File: config.mk
export PLATFORM = sky130hd
export DESIGN_NAME = http_request_line_parser_core
export DESIGN_NICKNAME = d
export VERILOG_FILES = /design/src/hw/rtl/hrlp_pkg.sv /design/src/hw/rtl/hrlp_front.sv /design/src/hw/rtl/hrlp_fifo.sv /design/src/hw/rtl/hrlp_back.sv /design/src/hw/rtl/http_request_line_parser_core.sv
export SDC_FILE = /design/constraint.sdc
export NUM_CORES = 1
export LEC_CHECK = 0
export BUFFER_PORTS_ARGS = -buffer_cell sky130_fd_sc_hd__buf_2
export CAP_MARGIN = 10
export CORE_ASPECT_RATIO = 1.2
export CORE_MARGIN = 2
export CORE_UTILIZATION = 55
export DETAILED_ROUTE_END_ITERATION = 7
export PLACE_DENSITY = 0.72
export SYNTH_ARGS = -nofsm -noshare
export SYNTH_HDL_FRONTEND = slang
export SYNTH_SLANG_ARGS = --single-unit
File: constraint.sdc
create_clock -name clock -period 4.2 [get_ports clock]
set_input_delay 0.42 -clock clock [delete_from_list [all_inputs] [get_ports clock]]
set_output_delay 0.42 -clock clock [all_outputs]
set_load 0.02 [all_outputs]
File: src/hw/rtl/hrlp_pkg.sv
// Shared types, codes and the method-name match for the request-line parser.
// No dependencies; every other file in this block imports it.
`default_nettype none

package hrlp_pkg;

   // Method codes reported on the summary item
   localparam logic [3:0] METHOD_UNSET   = 4'd0;
   localparam logic [3:0] METHOD_INVALID = 4'd1;
   localparam logic [3:0] METHOD_GET     = 4'd2;
   localparam logic [3:0] METHOD_PUT     = 4'd3;
   localparam logic [3:0] METHOD_HEAD    = 4'd4;
   localparam logic [3:0] METHOD_POST    = 4'd5;
   localparam logic [3:0] METHOD_TRACE   = 4'd6;
   localparam logic [3:0] METHOD_DELETE  = 4'd7;
   localparam logic [3:0] METHOD_CONNECT = 4'd8;
   localparam logic [3:0] METHOD_OPTIONS = 4'd9;

   // Result kinds
   localparam logic KIND_URI     = 1'b0;
   localparam logic KIND_SUMMARY = 1'b1;

   // Default depth of the queue between front and back
   localparam int unsigned QUEUE_DEPTH_DEFAULT = 4;

   // Record handed from the front to the back through the queue
   typedef struct packed {
      logic       kind;
      logic [7:0] data;
      logic       failed;
      logic       three_words;
      logic [3:0] method;
      logic [7:0] major;
      logic [3:0] minor;
   } rec_type;

   // Match the first len bytes of the line against the known method names
   function automatic logic [3:0] method_match(input logic [6:0][7:0] b,
                                               input logic [3:0]      len);
      logic [23:0] p3;
      logic [31:0] p4;
      logic [39:0] p5;
      logic [47:0] p6;
      logic [55:0] p7;
      logic [3:0]  code;
      p3   = {b[0], b[1], b[2]};
      p4   = {p3, b[3]};
      p5   = {p4, b[4]};
      p6   = {p5, b[5]};
      p7   = {p6, b[6]};
      code = METHOD_INVALID;
      if (len == 4'd3 && p3 == "GET") code = METHOD_GET;
      if (len == 4'd3 && p3 == "PUT") code = METHOD_PUT;
      if (len == 4'd4 && p4 == "HEAD") code = METHOD_HEAD;
      if (len == 4'd4 && p4 == "POST") code = METHOD_POST;
      if (len == 4'd5 && p5 == "TRACE") code = METHOD_TRACE;
      if (len == 4'd6 && p6 == "DELETE") code = METHOD_DELETE;
      if (len == 4'd7 && p7 == "CONNECT") code = METHOD_CONNECT;
      if (len == 4'd7 && p7 == "OPTIONS") code = METHOD_OPTIONS;
      return code;
   endfunction

endpackage

`default_nettype wire

File: src/hw/rtl/hrlp_front.sv
// Front of the request-line parser: accepts bytes, walks the parse phases
// and pushes URI and summary records into the queue. Uses hrlp_pkg.
`default_nettype none

module hrlp_front (
   input  wire logic                clock,
   input  wire logic                reset,
   input  wire logic [7:0]          line_byte,
   input  wire logic                end_of_line,
   input  wire logic                take,
   output      logic                rec_valid,
   output      hrlp_pkg::rec_type   rec
);
   import hrlp_pkg::*;

   // Parse phases
   localparam logic [3:0] PH_START     = 4'd0;
   localparam logic [3:0] PH_METHOD    = 4'd1;
   localparam logic [3:0] PH_URI       = 4'd2;
   localparam logic [3:0] PH_PROTO     = 4'd3;
   localparam logic [3:0] PH_H         = 4'd4;
   localparam logic [3:0] PH_HT        = 4'd5;
   localparam logic [3:0] PH_HTT       = 4'd6;
   localparam logic [3:0] PH_HTTP      = 4'd7;
   localparam logic [3:0] PH_MAJ_FIRST = 4'd8;
   localparam logic [3:0] PH_MAJ       = 4'd9;
   localparam logic [3:0] PH_MIN_FIRST = 4'd10;
   localparam logic [3:0] PH_MIN       = 4'd11;
   localparam logic [3:0] PH_DONE      = 4'd12;

   logic [3:0]       phase_ff, phase_in;
   logic [6:0][7:0]  bytes_ff, bytes_in;
   logic [3:0]       pos_ff, pos_in;
   logic [2:0]       words_ff, words_in;
   logic             inword_ff, inword_in;
   logic [3:0]       method_ff, method_in;
   logic [7:0]       major_ff, major_in;
   logic [3:0]       minor_ff, minor_in;
   logic             failed_ff, failed_in;

   logic             is_ws, is_digit, is_crlf, forward;
   logic [3:0]       digit, matched;
   logic [11:0]      major_sum;

   // Classify the byte
   assign is_ws     = (line_byte == 8'd32) || (line_byte >= 8'd9 && line_byte <= 8'd13);
   assign is_digit  = (line_byte >= "0") && (line_byte <= "9");
   assign is_crlf   = (line_byte == 8'd10) || (line_byte == 8'd13);
   assign digit     = line_byte[3:0];
   assign matched   = (pos_ff >= 4'd3 && pos_ff <= 4'd7) ? method_match(bytes_ff, pos_ff)
                                                          : METHOD_INVALID;
   assign major_sum = ({4'd0, major_ff} * 12'd10) + {8'd0, digit};

   // Next state of the parser
   always_comb begin
      phase_in  = phase_ff;
      bytes_in  = bytes_ff;
      pos_in    = pos_ff;
      words_in  = words_ff;
      inword_in = inword_ff;
      method_in = method_ff;
      major_in  = major_ff;
      minor_in  = minor_ff;
      failed_in = failed_ff;
      forward   = 1'b0;

      // Capture the method bytes and advance the position
      if (pos_ff < 4'd7) begin
         bytes_in[pos_ff[2:0]] = line_byte;
      end
      if (pos_ff != 4'd15) begin
         pos_in = pos_ff + 4'd1;
      end

      // Count words
      if (is_ws) begin
         inword_in = 1'b0;
      end else if (!inword_ff) begin
         inword_in = 1'b1;
         if (words_ff != 3'd7) begin
            words_in = words_ff + 3'd1;
         end
      end

      unique case (phase_ff)
         PH_START: begin
            if (!is_crlf) begin
               if ((line_byte < "A" || line_byte > "Z") && line_byte != "_") begin
                  method_in = METHOD_INVALID;
                  failed_in = 1'b1;
                  phase_in  = PH_DONE;
               end else begin
                  phase_in = PH_METHOD;
               end
            end
         end
         PH_METHOD: begin
            if (line_byte == " ") begin
               if (matched == METHOD_INVALID) begin
                  method_in = METHOD_INVALID;
                  failed_in = 1'b1;
                  phase_in  = PH_DONE;
               end else begin
                  method_in = matched;
                  phase_in  = PH_URI;
               end
            end
         end
         PH_URI: begin
            if (line_byte == " ") begin
               phase_in = PH_PROTO;
            end else begin
               forward = 1'b1;
            end
         end
         PH_PROTO: begin
            priority if (line_byte == " ") begin
               phase_in = PH_PROTO;
            end else if (is_crlf) begin
               phase_in = PH_DONE;
            end else if (line_byte == "H") begin
               phase_in = PH_H;
            end else begin
               failed_in = 1'b1;
               phase_in  = PH_DONE;
            end
         end
         PH_H, PH_HT, PH_HTT, PH_HTTP: begin
            if ((phase_ff == PH_H    && line_byte == "T") ||
                (phase_ff == PH_HT   && line_byte == "T") ||
                (phase_ff == PH_HTT  && line_byte == "P") ||
                (phase_ff == PH_HTTP && line_byte == "/")) begin
               phase_in = phase_ff + 4'd1;
            end else begin
               method_in = METHOD_INVALID;
               failed_in = 1'b1;
               phase_in  = PH_DONE;
            end
         end
         PH_MAJ_FIRST: begin
            if (line_byte < "1" || line_byte > "9") begin
               method_in = METHOD_INVALID;
               failed_in = 1'b1;
               phase_in  = PH_DONE;
            end else begin
               major_in = {4'd0, digit};
               phase_in = PH_MAJ;
            end
         end
         PH_MAJ: begin
            priority if (line_byte == ".") begin
               phase_in = PH_MIN_FIRST;
            end else if (!is_digit) begin
               method_in = METHOD_INVALID;
               failed_in = 1'b1;
               phase_in  = PH_DONE;
            end else begin
               major_in = (major_sum > 12'd255) ? 8'd255 : major_sum[7:0];
            end
         end
         PH_MIN_FIRST: begin
            if (!is_digit) begin
               method_in = METHOD_INVALID;
               failed_in = 1'b1;
               phase_in  = PH_DONE;
            end else begin
               minor_in = digit;
               phase_in = PH_MIN;
            end
         end
         PH_MIN: begin
            if (is_crlf) begin
               phase_in = PH_DONE;
            end
         end
         default: begin
            phase_in = phase_ff;
         end
      endcase
   end

   // Build the record for the queue
   always_comb begin
      rec.kind        = end_of_line ? KIND_SUMMARY : KIND_URI;
      rec.data        = line_byte;
      rec.failed      = failed_in;
      rec.three_words = (words_in == 3'd3);
      rec.method      = method_in;
      rec.major       = major_in;
      rec.minor       = minor_in;
   end
   assign rec_valid = take && (end_of_line || forward);

   // Hold the method bytes
   always_ff @(posedge clock) begin
      if (take) begin
         bytes_ff <= bytes_in;
      end
   end

   // Advance the parser; on the last byte drop all line state but the held method bytes
   always_ff @(posedge clock) begin
      if (reset || (take && end_of_line)) begin
         phase_ff  <= PH_START;
         pos_ff    <= 4'd0;
         words_ff  <= 3'd0;
         inword_ff <= 1'b0;
         method_ff <= METHOD_UNSET;
         major_ff  <= 8'd0;
         minor_ff  <= 4'd0;
         failed_ff <= 1'b0;
      end else if (take) begin
         phase_ff  <= phase_in;
         pos_ff    <= pos_in;
         words_ff  <= words_in;
         inword_ff <= inword_in;
         method_ff <= method_in;
         major_ff  <= major_in;
         minor_ff  <= minor_in;
         failed_ff <= failed_in;
      end
   end

endmodule

`default_nettype wire

File: src/hw/rtl/hrlp_fifo.sv
// Short queue of result records between the parser front and the back.
// Uses hrlp_pkg for the record type.
`default_nettype none

module hrlp_fifo #(
   parameter int unsigned DEPTH = hrlp_pkg::QUEUE_DEPTH_DEFAULT
) (
   input  wire logic                clock,
   input  wire logic                reset,
   input  wire logic                wr,
   input  wire hrlp_pkg::rec_type   wr_rec,
   input  wire logic                rd,
   output      hrlp_pkg::rec_type   rd_rec,
   output      logic                full,
   output      logic                nonempty
);
   import hrlp_pkg::*;

   localparam int unsigned PtrW = (DEPTH > 1) ? $clog2(DEPTH) : 1;
   localparam int unsigned CntW = $clog2(DEPTH + 1);
   localparam logic [PtrW-1:0] LastPtr = PtrW'(DEPTH - 1);
   localparam logic [CntW-1:0] FullCnt = CntW'(DEPTH);

   rec_type          mem_ff [DEPTH];
   logic [PtrW-1:0]  wptr_ff, wptr_in;
   logic [PtrW-1:0]  rptr_ff, rptr_in;
   logic [CntW-1:0]  count_ff, count_in;

   assign full     = (count_ff == FullCnt);
   assign nonempty = (count_ff != '0);
   assign rd_rec   = mem_ff[rptr_ff];

   // Advance pointers and the fill count
   always_comb begin
      wptr_in  = wptr_ff;
      rptr_in  = rptr_ff;
      count_in = count_ff;
      if (wr) begin
         wptr_in = (wptr_ff == LastPtr) ? '0 : wptr_ff + PtrW'(1);
      end
      if (rd) begin
         rptr_in = (rptr_ff == LastPtr) ? '0 : rptr_ff + PtrW'(1);
      end
      if (wr && !rd) begin
         count_in = count_ff + CntW'(1);
      end else if (rd && !wr) begin
         count_in = count_ff - CntW'(1);
      end
   end

   // Store the record
   always_ff @(posedge clock) begin
      if (wr) begin
         mem_ff[wptr_ff] <= wr_rec;
      end
   end

   always_ff @(posedge clock) begin
      if (reset) begin
         wptr_ff  <= '0;
         rptr_ff  <= '0;
         count_ff <= '0;
      end else begin
         wptr_ff  <= wptr_in;
         rptr_ff  <= rptr_in;
         count_ff <= count_in;
      end
   end

   a_count_bound: assert property (@(posedge clock) disable iff (reset)
      count_ff <= FullCnt)
      else $error("queue count above depth");

   a_no_overflow: assert property (@(posedge clock) disable iff (reset)
      wr |-> (!full || rd))
      else $error("queue written while full");

   a_no_underflow: assert property (@(posedge clock) disable iff (reset)
      rd |-> nonempty)
      else $error("queue read while empty");

   a_count_grows: assert property (@(posedge clock) disable iff (reset)
      (wr && !rd) |=> (count_ff == $past(count_ff) + CntW'(1)))
      else $error("queue count did not advance on write");

endmodule

`default_nettype wire

File: src/hw/rtl/hrlp_back.sv
// Back of the request-line parser: takes records from the queue, formats
// URI or summary items and holds them in the output register. Uses hrlp_pkg.
`default_nettype none

module hrlp_back (
   input  wire logic                clock,
   input  wire logic                reset,
   input  wire logic                q_nonempty,
   input  wire hrlp_pkg::rec_type   q_rec,
   output      logic                q_rd,
   output      logic                out_empty,
   input  wire logic                out_pop,
   output      logic                kind,
   output      logic [7:0]          uri_byte,
   output      logic                status,
   output      logic [3:0]          method_code,
   output      logic [7:0]          ver_major,
   output      logic [3:0]          ver_minor
);
   import hrlp_pkg::*;

   logic        valid_ff;
   logic        kind_ff, kind_in;
   logic [7:0]  uri_ff, uri_in;
   logic        status_ff, status_in;
   logic [3:0]  method_ff, method_in;
   logic [7:0]  major_ff, major_in;
   logic [3:0]  minor_ff, minor_in;

   // Load a new item when the output register is free or being taken
   assign q_rd = q_nonempty && (!valid_ff || out_pop);

   // Format the item; a line without exactly three words is invalid
   always_comb begin
      kind_in   = q_rec.kind;
      uri_in    = 8'd0;
      status_in = 1'b0;
      method_in = METHOD_UNSET;
      major_in  = 8'd0;
      minor_in  = 4'd0;
      if (q_rec.kind == KIND_URI) begin
         uri_in = q_rec.data;
      end else if (q_rec.three_words) begin
         status_in = q_rec.failed;
         method_in = q_rec.method;
         major_in  = q_rec.major;
         minor_in  = q_rec.minor;
      end else begin
         status_in = 1'b1;
         method_in = METHOD_INVALID;
      end
   end

   always_ff @(posedge clock) begin
      if (q_rd) begin
         kind_ff   <= kind_in;
         uri_ff    <= uri_in;
         status_ff <= status_in;
         method_ff <= method_in;
         major_ff  <= major_in;
         minor_ff  <= minor_in;
      end
   end

   always_ff @(posedge clock) begin
      if (reset) begin
         valid_ff <= 1'b0;
      end else if (q_rd) begin
         valid_ff <= 1'b1;
      end else if (out_pop) begin
         valid_ff <= 1'b0;
      end
   end

   assign out_empty   = !valid_ff;
   assign kind        = kind_ff;
   assign uri_byte    = uri_ff;
   assign status      = status_ff;
   assign method_code = method_ff;
   assign ver_major   = major_ff;
   assign ver_minor   = minor_ff;

endmodule

`default_nettype wire

File: src/hw/rtl/http_request_line_parser_core.sv
// Top level of the HTTP request-line parser: front, record queue and back.
// Depends on hrlp_pkg, hrlp_front, hrlp_fifo and hrlp_back.
//
//   Channel   Ports                                      Handshake
//   request   req_line_byte, req_end_of_line             req_push / req_full
//   response  rsp_kind, rsp_uri_byte, rsp_status,        rsp_pop / rsp_empty
//             rsp_method_code, rsp_ver_major,
//             rsp_ver_minor
//
// One byte is taken every cycle while req_push is high and req_full is low;
// the front updates the parse state in the cycle the byte is taken and pushes
// any record for it on the same edge; records reach the result ports through
// the queue and the back's output register. req_full rises only when the
// queue (QUEUE_DEPTH entries) is full; the back reads it only while rsp_empty
// or rsp_pop is high. Synchronous reset returns the parser to the start of a
// line and empties both the queue and the output register.
`default_nettype none

module http_request_line_parser_core #(
   parameter int unsigned QUEUE_DEPTH = hrlp_pkg::QUEUE_DEPTH_DEFAULT
) (
   input  wire logic        clock,
   input  wire logic        reset,
   input  wire logic        req_push,
   output      logic        req_full,
   input  wire logic [7:0]  req_line_byte,
   input  wire logic        req_end_of_line,
   output      logic        rsp_empty,
   input  wire logic        rsp_pop,
   output      logic        rsp_kind,
   output      logic [7:0]  rsp_uri_byte,
   output      logic        rsp_status,
   output      logic [3:0]  rsp_method_code,
   output      logic [7:0]  rsp_ver_major,
   output      logic [3:0]  rsp_ver_minor
);
   import hrlp_pkg::*;

   logic     take;
   logic     rec_valid;
   rec_type  front_rec;
   rec_type  head_rec;
   logic     q_full, q_nonempty, q_rd;

   // Accept a byte whenever the queue has room
   assign req_full = q_full;
   assign take     = req_push && !q_full;

   hrlp_front u_front (
      .clock       (clock),
      .reset       (reset),
      .line_byte   (req_line_byte),
      .end_of_line (req_end_of_line),
      .take        (take),
      .rec_valid   (rec_valid),
      .rec         (front_rec)
   );

   hrlp_fifo #(
      .DEPTH (QUEUE_DEPTH)
   ) u_fifo (
      .clock    (clock),
      .reset    (reset),
      .wr       (rec_valid),
      .wr_rec   (front_rec),
      .rd       (q_rd),
      .rd_rec   (head_rec),
      .full     (q_full),
      .nonempty (q_nonempty)
   );

   hrlp_back u_back (
      .clock       (clock),
      .reset       (reset),
      .q_nonempty  (q_nonempty),
      .q_rec       (head_rec),
      .q_rd        (q_rd),
      .out_empty   (rsp_empty),
      .out_pop     (rsp_pop),
      .kind        (rsp_kind),
      .uri_byte    (rsp_uri_byte),
      .status      (rsp_status),
      .method_code (rsp_method_code),
      .ver_major   (rsp_ver_major),
      .ver_minor   (rsp_ver_minor)
   );

endmodule

`default_nettype wire
==> flow_summary_export.csv, run 1 <==
group,metric,value,unit
min_path,hold_class,"input pin to flop",
logic_synthesis,yosys-top-cells-area,"edfxtp_1, dfxtp_1, mux4_2",
placed_design,dp_hpwl,16300,µm
cells_and_area,area_delta_synth_final,12.8,%
critical_path,endpoint_kind,"flop",
critical_path,start_kind,"flop",
sta,whs,203,ps
sta,finalHoldViolCount,0,
route,wl_per_cell,22.3,µm
critical_path,cp_max_fo,7,
logic_synthesis,yosysMostFrequentCell,"edfxtp_1",
logic_synthesis,synth.net_count,843,
logic_synthesis,synth_cell_types,75,
power,power_density,582,nW/µm²
job,cap_viol_max_count,0,
logic_synthesis,synth_ff_type,"edfxtp_1",
logic_synthesis,synth_common_cells,"edfxtp_1, nor2_1, nand2_1",
global_route,grt-ovfl-total,0,
global_route,grt_max_degree,32,
route,routed_wl,24900,µm
logic_synthesis,yosysWarnings,0,
route,dr.pass1.iters,6,
critical_path,crit_required,4450,ps
floorplan,num_rows,55,
floorplan,die-height,156,µm
route,drc_errors,0,
power,ir_drop,0.000425,V
logic_synthesis,postSynthCellCount,797,
sta,rsz0062_at_grt,"no",
cells_and_area,diodes,0,
clocking,cts_sinks,229,
clocking,numCtsBuffers,23,
sta,min_period,3720,ps
sta,fmax,0.269,GHz
critical_path,worstPathArrival,3960,ps
status,status,"completed",
clocking,cts_hold_buffers,0,
floorplan,dieArea,20400,µm²
logic_synthesis,synth-async-reset-ratio,0,
floorplan,coreArea,18900,µm²
logic_synthesis,yosys.area.top_type,"edfxtp_1",
sta,finalCritPeriodShare,0.885,
route,via_per_inst,6.33,
sta,worst_pin_slew,1120,ps
sta,maxSlewHeadroom,0.246,
cells_and_area,fillers,1374,
cells_and_area,drive_above_1_share,0.172,
global_route,track_usage,0.252,
route,vias,7065,
clocking,post_cts_resized,0,
route,ant_nets,0,
clocking,clk_pin_slew,60,ps
global_route,grt_antenna_before_repair,0,
route,drt-initial-drc-count,472,
clocking,cts_root_buffer,"clkbuf_16",
floorplan,ios,41,
logic_synthesis,avgSynthCellArea,13.3,µm²
placed_design,numPortBuffers,40,
sta,setup_tns,0,ps
floorplan,start_util,0.561,
logic_synthesis,synth_seq_cells,229,
power,leakagePower,4.17,nW
clocking,postCtsSetupBuffers,0,
logic_synthesis,ys_seq_area_frac,0.611,
floorplan,dieWidth,131,µm
logic_synthesis,synth-edff-count,190,
clocking,clock_latency,520,ps
global_route,grt_pass1_wl,39900,µm
logic_synthesis,synth_top_area_share,0.538,
clocking,cts_buffer_depth,3,
logic_synthesis,synth_area,10600,µm²
critical_path,critical_path_class,"flop to flop",
sta,setup_violations,0,
clocking,cts_max_level,1,
critical_path,worst-r2r-setup-slack,480,ps
sta,skew,21.3,ps
placed_design,gp_congestion,0.954,
global_route,grt_pass1_vias,7239,
sta,slew_violations,0,
cells_and_area,final_nets,889,
clocking,cts_tree,"built",
[report_power, final]
group | switching [W] | total, W | internal (W)
Combinational | 0.00108 | 0.00173 | 0.000654
Sequential | 0.000162 | 0.00300 | 0.00284
Clock | 0.000900 | 0.00224 | 0.00134
Total | 0.00214 | 0.00697 | 0.00483
[cell type report]
type	instances	area [µm²]	area share
Sequential cell	229	6490	0.542
Tap cell	256	320	0.0268
Clock inverter	15	224	0.0187
Inverter	18	67.6	0.00564
Timing Repair Buffer	55	313	0.0261
Multi-Input combinational cell	516	3940	0.329
Clock buffer	27	622	0.0520
[cells by family (layout without fill, tap and decap cells)]
group / count (synthesis) / in the layout / share of synthesized area
mux: 42 / 42 / 0.0720
compound gates: 137 / 137 / 0.0871
flops: 229 / 229 / 0.611
buf+inv: 52 / 115 / 0.0184
simple gates: 294 / 294 / 0.162
fa+ha+maj: 33 / 33 / 0.0410
xor+xnor: 10 / 10 / 0.00825
[layout by cell type, fill, tap and decap left out, types with 5 or more instances in the layout]
cell,netlist,routed
dfxtp_1,39,38
or3b_2,5,5
nor2_1,57,57
xnor2_1,6,6
nor4_1,14,14
a21o_1,6,6
nor3_1,22,22
nor2b_1,14,14
nor4b_1,10,10
nand2b_1,12,12
buf_4,0,14
nand3b_1,7,7
o211ai_1,7,7
buf_2,0,40
and3_1,19,19
nand3_1,16,16
and2_1,6,6
o21ai_0,27,27
edfxtp_1,190,190
clkbuf_16,0,24
a31oi_1,9,9
ha_1,30,30
a21oi_1,38,37
nand2_1,46,46
nor3b_1,7,7
or4_1,12,12
nand4_1,11,11
mux2_2,5,5
mux2i_1,10,10
mux4_2,27,27
inv_1,18,18
[through the flow]
step | total power [W] | setup slack (ps) | util | area [µm²] | cells
floorplan | 0.00423 | 870 | - | 10600 | 797
global placement | 0.00473 | 538 | 0.587 | 11100 | 1073
detailed placement | 0.00477 | 480 | 0.587 | 11100 | 1073
CTS | 0.00702 | 479 | 0.632 | 12000 | 1115
global route | 0.00728 | 168 | 0.632 | 12000 | 1116
finish | 0.00697 | 482 | 0.632 | 12000 | 1116
[critical path: stages, from the launching register on]
cell and delay [ps]:
dfxtp_1 480, ha_1 290, ha_1 240, fa_1 430
or4_1 530, nor4b_1 380, o311ai_0 320, nor3_1 460
nor2_1 80, o22a_1 240
[registers in the layout, indices dropped and copies added (netlist names), 8 cells and up, named ones only]
name / count
u_front.bytes_ff: 56
u_back.ver_major: 8
u_front.major_ff: 8
u_fifo.mem_ff: 108
u_back.uri_byte: 8
[routing by layer]
layer	track usage	vias to the layer above	wire length (µm)
met5	0	-	0
met4	0.0709	0	527
met3	0.0415	45	1380
met2	0.437	221	12700
met1	0.328	3572	10300
li1	-	3227	-
[final timing paths]
kind / endpoint / cells past startpoint / startpoint
worst max-delay path: u_fifo.mem_ff[2][11]$_DFFE_PP_ / 9 / u_front.major_ff[1]$_SDFFE_PP0P_
worst min-delay path: u_back.valid_ff$_SDFFE_PP0P_ / 4 / rsp_pop
worst max register to register: u_fifo.mem_ff[2][11]$_DFFE_PP_ / 9 / u_front.major_ff[1]$_SDFFE_PP0P_
worst min register to register: u_front.minor_ff[2]$_SDFFE_PP0P_ / 2 / u_front.minor_ff[2]$_SDFFE_PP0P_
Power figures use the tool's default switching activity.
==> inputs of run 2 (changes only) <==
clock period = 3.62 ns   (was 4.2 ns; I/O delays follow)
==> run 2 against run 1 <==
  * Register-to-register slack worse by 300 ps
  * Core utilization up 0.11 points
  * Maximum frequency increased by 8.0%
  * Combinational power grew 15%
  * Wire length fell by 2.8%
  * Die area is the same
  * Count of clock-buffer cells in the layout increased by 3
  * Flip-flop and latch count unchanged
  * Critical path depth up 1
  * Non-clock buffer count rose by 11
  * Critical path type unchanged
==> flow_summary_export.csv, run 2 (synthesized netlist as in run 1, its figures left out) <==
group,metric,value,unit
status,status,"completed",
route,ant_nets,0,
sta,maxSlewHeadroom,0.413,
critical_path,cp_max_fo,4,
sta,setup_violations,0,
global_route,grt_antenna_before_repair,0,
route,routed_wl,24200,µm
critical_path,start_kind,"flop",
clocking,cts_hold_buffers,0,
global_route,grt_pass1_wl,38100,µm
sta,finalCritPeriodShare,0.951,
power,ir_drop,0.000445,V
critical_path,worstPathArrival,3700,ps
sta,worst_pin_slew,881,ps
clocking,postCtsSetupBuffers,0,
floorplan,coreArea,18900,µm²
cells_and_area,diodes,0,
route,via_per_inst,6.28,
critical_path,worst_path_max_delay_cell,"or4_1",
sta,skew,14.7,ps
critical_path,slowest_delay,530,ps
global_route,grt_pass1_vias,7028,
route,vias,7079,
floorplan,dieWidth,131,µm
cells_and_area,final_common_cell,"edfxtp_1",
critical_path,cp_common_cell,"ha_1",
critical_path,path_cells,"ha_1 > ha_1 > fa_1 > or4_1 > nor4b_1 > o311ai_1 > nor3_1 > buf_4 > nor2_1 > o22a_1",
clocking,cts_max_level,1,
critical_path,critical_path_class,"flop to flop",
job,cap_viol_max_count,0,
sta,fmax,0.290,GHz
power,power_density,658,nW/µm²
route,dr.pass1.iters,5,
floorplan,ios,41,
clocking,numCtsBuffers,23,
clocking,cts_root_buffer,"clkbuf_16",
cells_and_area,regMostFlops,"u_fifo.mem_ff",
cells_and_area,final_cell_mix,"edfxtp_1, nor2_1, nand2_1, buf_2, dfxtp_1",
min_path,hold_class,"input pin to flop",
clocking,cts_tree,"built",
global_route,grt_max_degree,31,
floorplan,dieArea,20400,µm²
clocking,cts_sinks,229,
placed_design,gp_congestion,0.922,
cells_and_area,largest_reg_flops,108,
sta,setup_tns,0,ps
cells_and_area,largestRegisters,"u_fifo.mem_ff x108, u_front.bytes_ff x56",
cells_and_area,area_delta_synth_final,13.0,%
critical_path,endpoint_kind,"flop",
floorplan,num_rows,55,
clocking,clk_pin_slew,60,ps
critical_path,crit_family,"simple AND/OR/NAND/NOR gates",
global_route,grt-ovfl-total,0,
sta,min_period,3440,ps
route,wl_per_cell,21.5,µm
route,drc_errors,0,
sta,whs,122,ps
power,leakagePower,4.21,nW
sta,finalHoldViolCount,0,
placed_design,numPortBuffers,40,
cells_and_area,drive_above_1_share,0.183,
floorplan,die-height,156,µm
clocking,clock_latency,530,ps
cells_and_area,final_nets,900,
floorplan,start_util,0.561,
sta,rsz0062_at_grt,"no",
critical_path,crit_required,3880,ps
critical_path,critPathBufInv,1,
route,drt-initial-drc-count,574,
global_route,track_usage,0.243,
placed_design,dp_hpwl,16400,µm
sta,slew_violations,0,
clocking,cts_buffer_depth,3,
==> run 2: cell types whose count changed in the layout (fill, tap and decap cells not counted), moves of 2 or more <==
cell and change:
buf_4 +12, clkinv_2 +3, clkinv_4 -3, bufinv_16 -2, clkbuf_1 +2, clkbuf_8 +2, nor3_1 -2, nor3_2 +2
==> run 2: worst min-delay path, stage by stage <==
cell and delay (ps):
buf_2 70, inv_1 40, nand2_1 60, a21oi_1 50
==> run 2: routing by layer <==
layer  GRT usage  up-vias  part of all wire  wire (µm)
li1            -     3239                 -          -
met1       0.320     3540              0.41       9920
met2       0.418      246              0.51      12300
met3      0.0291       54             0.055       1330
met4      0.0816        0             0.029        698
met5           0        -                 0          0
==> run 2: layout make-up <==
class,count,area (µm²)
Clock buffer,30,632
Clock inverter,12,143
Fill cell,1394,6930
Inverter,18,67.6
Multi-Input combinational cell,516,3950
Sequential cell,229,6490
Tap cell,256,320
Timing Repair Buffer,66,395
==> run 2: metrics by stage <==
step	power (W)	setup slack, ps	util	cell area [µm²]	cells
finish	0.00789	177	0.634	12000	1127
global placement	0.00551	92.2	0.592	11200	1085
detailed placement	0.00556	75.9	0.592	11200	1085
floorplan	0.00491	290	-	10600	797
global route	0.00826	2.30	0.634	12000	1127
CTS	0.00794	71.9	0.633	12000	1127
==> run 2: worst paths after layout <==
path,cells past startpoint,slack [ps],start,to
worst max register to register,10,180,u_front.major_ff[1]$_SDFFE_PP0P_,u_fifo.mem_ff[3][11]$_DFFE_PP_
worst min register to register,2,460,u_front.minor_ff[0]$_SDFFE_PP0P_,u_front.minor_ff[0]$_SDFFE_PP0P_
worst min-delay path,4,120,rsp_pop,u_back.valid_ff$_SDFFE_PP0P_
worst max-delay path,10,180,u_front.major_ff[1]$_SDFFE_PP0P_,u_fifo.mem_ff[3][11]$_DFFE_PP_
==> run 2: what timing repair did <==
item / CTS / global route
endpoints found under the setup margin: 0 / 12
gates resized for setup: 0 / 3
hold endpoints to repair: 0 / 0
==> run 2: report_power, final <==
part | switching, W | internal, W | leakage, nW | total (W)
registers | 0.000209 | 0.00330 | 2.12 | 0.00351
clock network | 0.00100 | 0.00140 | 0.381 | 0.00240
logic | 0.00122 | 0.000767 | 1.71 | 0.00199
total | 0.00243 | 0.00546 | 4.21 | 0.00789
==> inputs of run 3 (changes only) <==
CORE_ASPECT_RATIO = 1.5   (was 1.2)
==> run 3 against run 2 <==
  * Clock power shrank 5%
  * Critical path depth is the same
  * Flip-flop and latch count is the same
  * Wire length grew 0.63%
  * Register-to-register slack gained 30 ps
  * Total power shrank 1.6%
  * Hold slack gained 38 ps
  * Sequential share of layout area grew 0.20 points
  * First-iteration DRC count shrank 8.4%
  * Clock skew grew 7.9 ps
==> flow_summary_export.csv, run 3 (synthesized netlist as in run 1, its figures left out) <==
group,metric,value,unit
route,ant_nets,0,
critical_path,r2r_end,"u_fifo.mem_ff[0][11]$_DFFE_PP_",
sta,finalWorstSetupSlack,209,ps
power,power,0.00776,W
cells_and_area,area_delta_synth_final,12.6,%
route,via_per_inst,6.29,
sta,fmax,0.293,GHz
floorplan,start_util,0.558,
global_route,grt_max_degree,31,
sta,slew_violations,0,
route,drc_errors,0,
sta,finalCritPeriodShare,0.942,
clocking,cts_root_buffer,"clkbuf_16",
critical_path,critPathBufInv,1,
power,seq_power_share,0.455,
clocking,cts_sinks,229,
floorplan,coreArea,19000,µm²
clocking,cts_tree,"built",
clocking,numCtsBuffers,22,
min_path,hold_depth,2,
placed_design,place_ws,15.4,ps
cells_and_area,final_common_cell,"edfxtp_1",
floorplan,dieArea,20400,µm²
sta,worst_pin_slew,876,ps
cells_and_area,regMostFlops,"u_fifo.mem_ff",
placed_design,dp_hpwl,16600,µm
floorplan,dieWidth,117,µm
job,cap_viol_max_count,0,
critical_path,path_cells,"ha_1 > ha_1 > fa_1 > or4_1 > nor4b_2 > o311ai_1 > nor3_1 > buf_4 > nor2_1 > o22a_1",
min_path,hp-start,"reset",
min_path,hold_class,"input pin to flop",
power,switching_power,0.00238,W
clocking,clk_pin_slew,70,ps
critical_path,ff2ff_path_depth,10,
critical_path,worst-r2r-setup-slack,210,ps
route,dr.pass1.iters,5,
global_route,grt_pass1_vias,7220,
route,wl_per_cell,21.6,µm
sta,maxSlewHeadroom,0.416,
sta,min_period,3410,ps
global_route,grt_pass1_wl,39400,µm
global_route,grt_antenna_before_repair,0,
clocking,cts_hold_buffers,0,
critical_path,cp_max_fo,5,
route,routed_wl,24400,µm
sta,setup_violations,0,
global_route,grt-ovfl-total,0,
critical_path,worst_path_max_delay_cell,"or4_1",
power,switching_share,0.307,
clocking,post_cts_resized,1,
placed_design,dpl_cell_area,11200,µm²
min_path,min_to,"u_fifo.wptr_ff[0]$_SDFFE_PP0P_",
power,ir_drop,0.000439,V
clocking,postCtsSetupBuffers,0,
clocking,cts_buffer_depth,3,
cells_and_area,largestRegisters,"u_fifo.mem_ff x108, u_front.bytes_ff x56",
cells_and_area,final_area,11900,µm²
power,power_density,650,nW/µm²
critical_path,r2r_start,"u_front.major_ff[3]$_SDFFE_PP0P_",
cells_and_area,drive_above_1_share,0.179,
power,leakagePower,4.18,nW
placed_design,gp_congestion,0.904,
power,intPower,0.00538,W
placed_design,numPortBuffers,40,
power,power_frac_comb,0.253,
cells_and_area,final_cell_mix,"edfxtp_1, nor2_1, nand2_1, buf_2, dfxtp_1",
critical_path,cp_common_cell,"ha_1",
floorplan,num_rows,62,
cells_and_area,diodes,0,
critical_path,crit_required,3870,ps
sta,skew,22.6,ps
power,clkPwrFrac,0.292,
floorplan,ios,41,
cells_and_area,final_cells,1126,
route,vias,7079,
cells_and_area,largest_reg_flops,108,
critical_path,critical_path_class,"flop to flop",
critical_path,slowest_delay,550,ps
clocking,clock_latency,520,ps
global_route,track_usage,0.244,
critical_path,worstPathArrival,3660,ps
critical_path,endpoint_kind,"flop",
critical_path,crit_family,"simple AND/OR/NAND/NOR gates",
cells_and_area,final_util,0.629,
sta,finalHoldViolCount,0,
floorplan,die-height,174,µm
placed_design,dp_cells,1086,
route,drt-initial-drc-count,526,
clocking,cts_max_level,1,
cells_and_area,final_nets,900,
status,status,"completed",
critical_path,start_kind,"flop",
-- run 3: cell count changes in the layout (fill, tap and decap cells not counted), moves of 2 or more --
cell,change
inv_6,-3
clkbuf_1,+2
clkbuf_8,-3
clkinv_1,+2
-- run 3: worst max-delay path by stage --
stage,start,to,slack [ps],depth (start not counted)
global placement,u_front.major_ff[3]$_SDFFE_PP0P_,u_fifo.mem_ff[0][8]$_DFFE_PP_,110,9
floorplan,u_front.major_ff[1]$_SDFFE_PP0P_,u_fifo.mem_ff[0][11]$_DFFE_PP_,290,9
CTS,u_front.major_ff[3]$_SDFFE_PP0P_,u_fifo.mem_ff[0][9]$_DFFE_PP_,20,9
global route,u_front.major_ff[3]$_SDFFE_PP0P_,u_fifo.mem_ff[3][4]$_DFFE_PP_,-2,10
finish,u_front.major_ff[3]$_SDFFE_PP0P_,u_fifo.mem_ff[0][11]$_DFFE_PP_,210,10
detailed placement,u_front.major_ff[3]$_SDFFE_PP0P_,u_fifo.mem_ff[1][8]$_DFFE_PP_,20,9
-- run 3: worst reg2reg max path, delay by kind of cell (launching register included) --
kind | cells | cell delay, ps
adder cells (fa/ha/maj) | 3 | 940
AO/OA/AOI/OAI | 2 | 480
flip-flops | 1 | 410
AND/OR/NAND/NOR | 4 | 1150
buffers and inverters | 1 | 160
-- run 3: power groups by stage --
| stage | Clock, W | Combinational (W) | Sequential, W |
|---|---|---|---|
| finish | 0.00227 | 0.00197 | 0.00353 |
| global route | 0.00241 | 0.00213 | 0.00358 |
| global placement | 0 | 0.00193 | 0.00357 |
| floorplan | 0 | 0.00124 | 0.00367 |
| detailed placement | 0 | 0.00197 | 0.00359 |
| CTS | 0.00230 | 0.00198 | 0.00354 |
-- run 3: per-layer routing --
metal	GRT usage	wire (µm)
met1	0.296	9380
met2	0.446	13000
met3	0.0289	1180
met4	0.0939	841
met5	0	0
-- run 3: layout make-up --
class / count / area, µm²
fillers: 1436 / 7060
repair buffers: 67 / 403
inverters: 18 / 67.6
flip-flops and latches: 229 / 6490
well taps: 256 / 320
multi-input cells: 516 / 3960
clock inverters: 11 / 111
clock buffers: 29 / 598
-- run 3: per-stage QoR --
stage | hold WS [ps] | setup TNS, ps
after global placement | 438 | 0
final | 160 | 0
after global routing | 165 | -3.96
after floorplan | 433 | 0
after CTS | 154 | 0
after detailed placement | 446 | 0
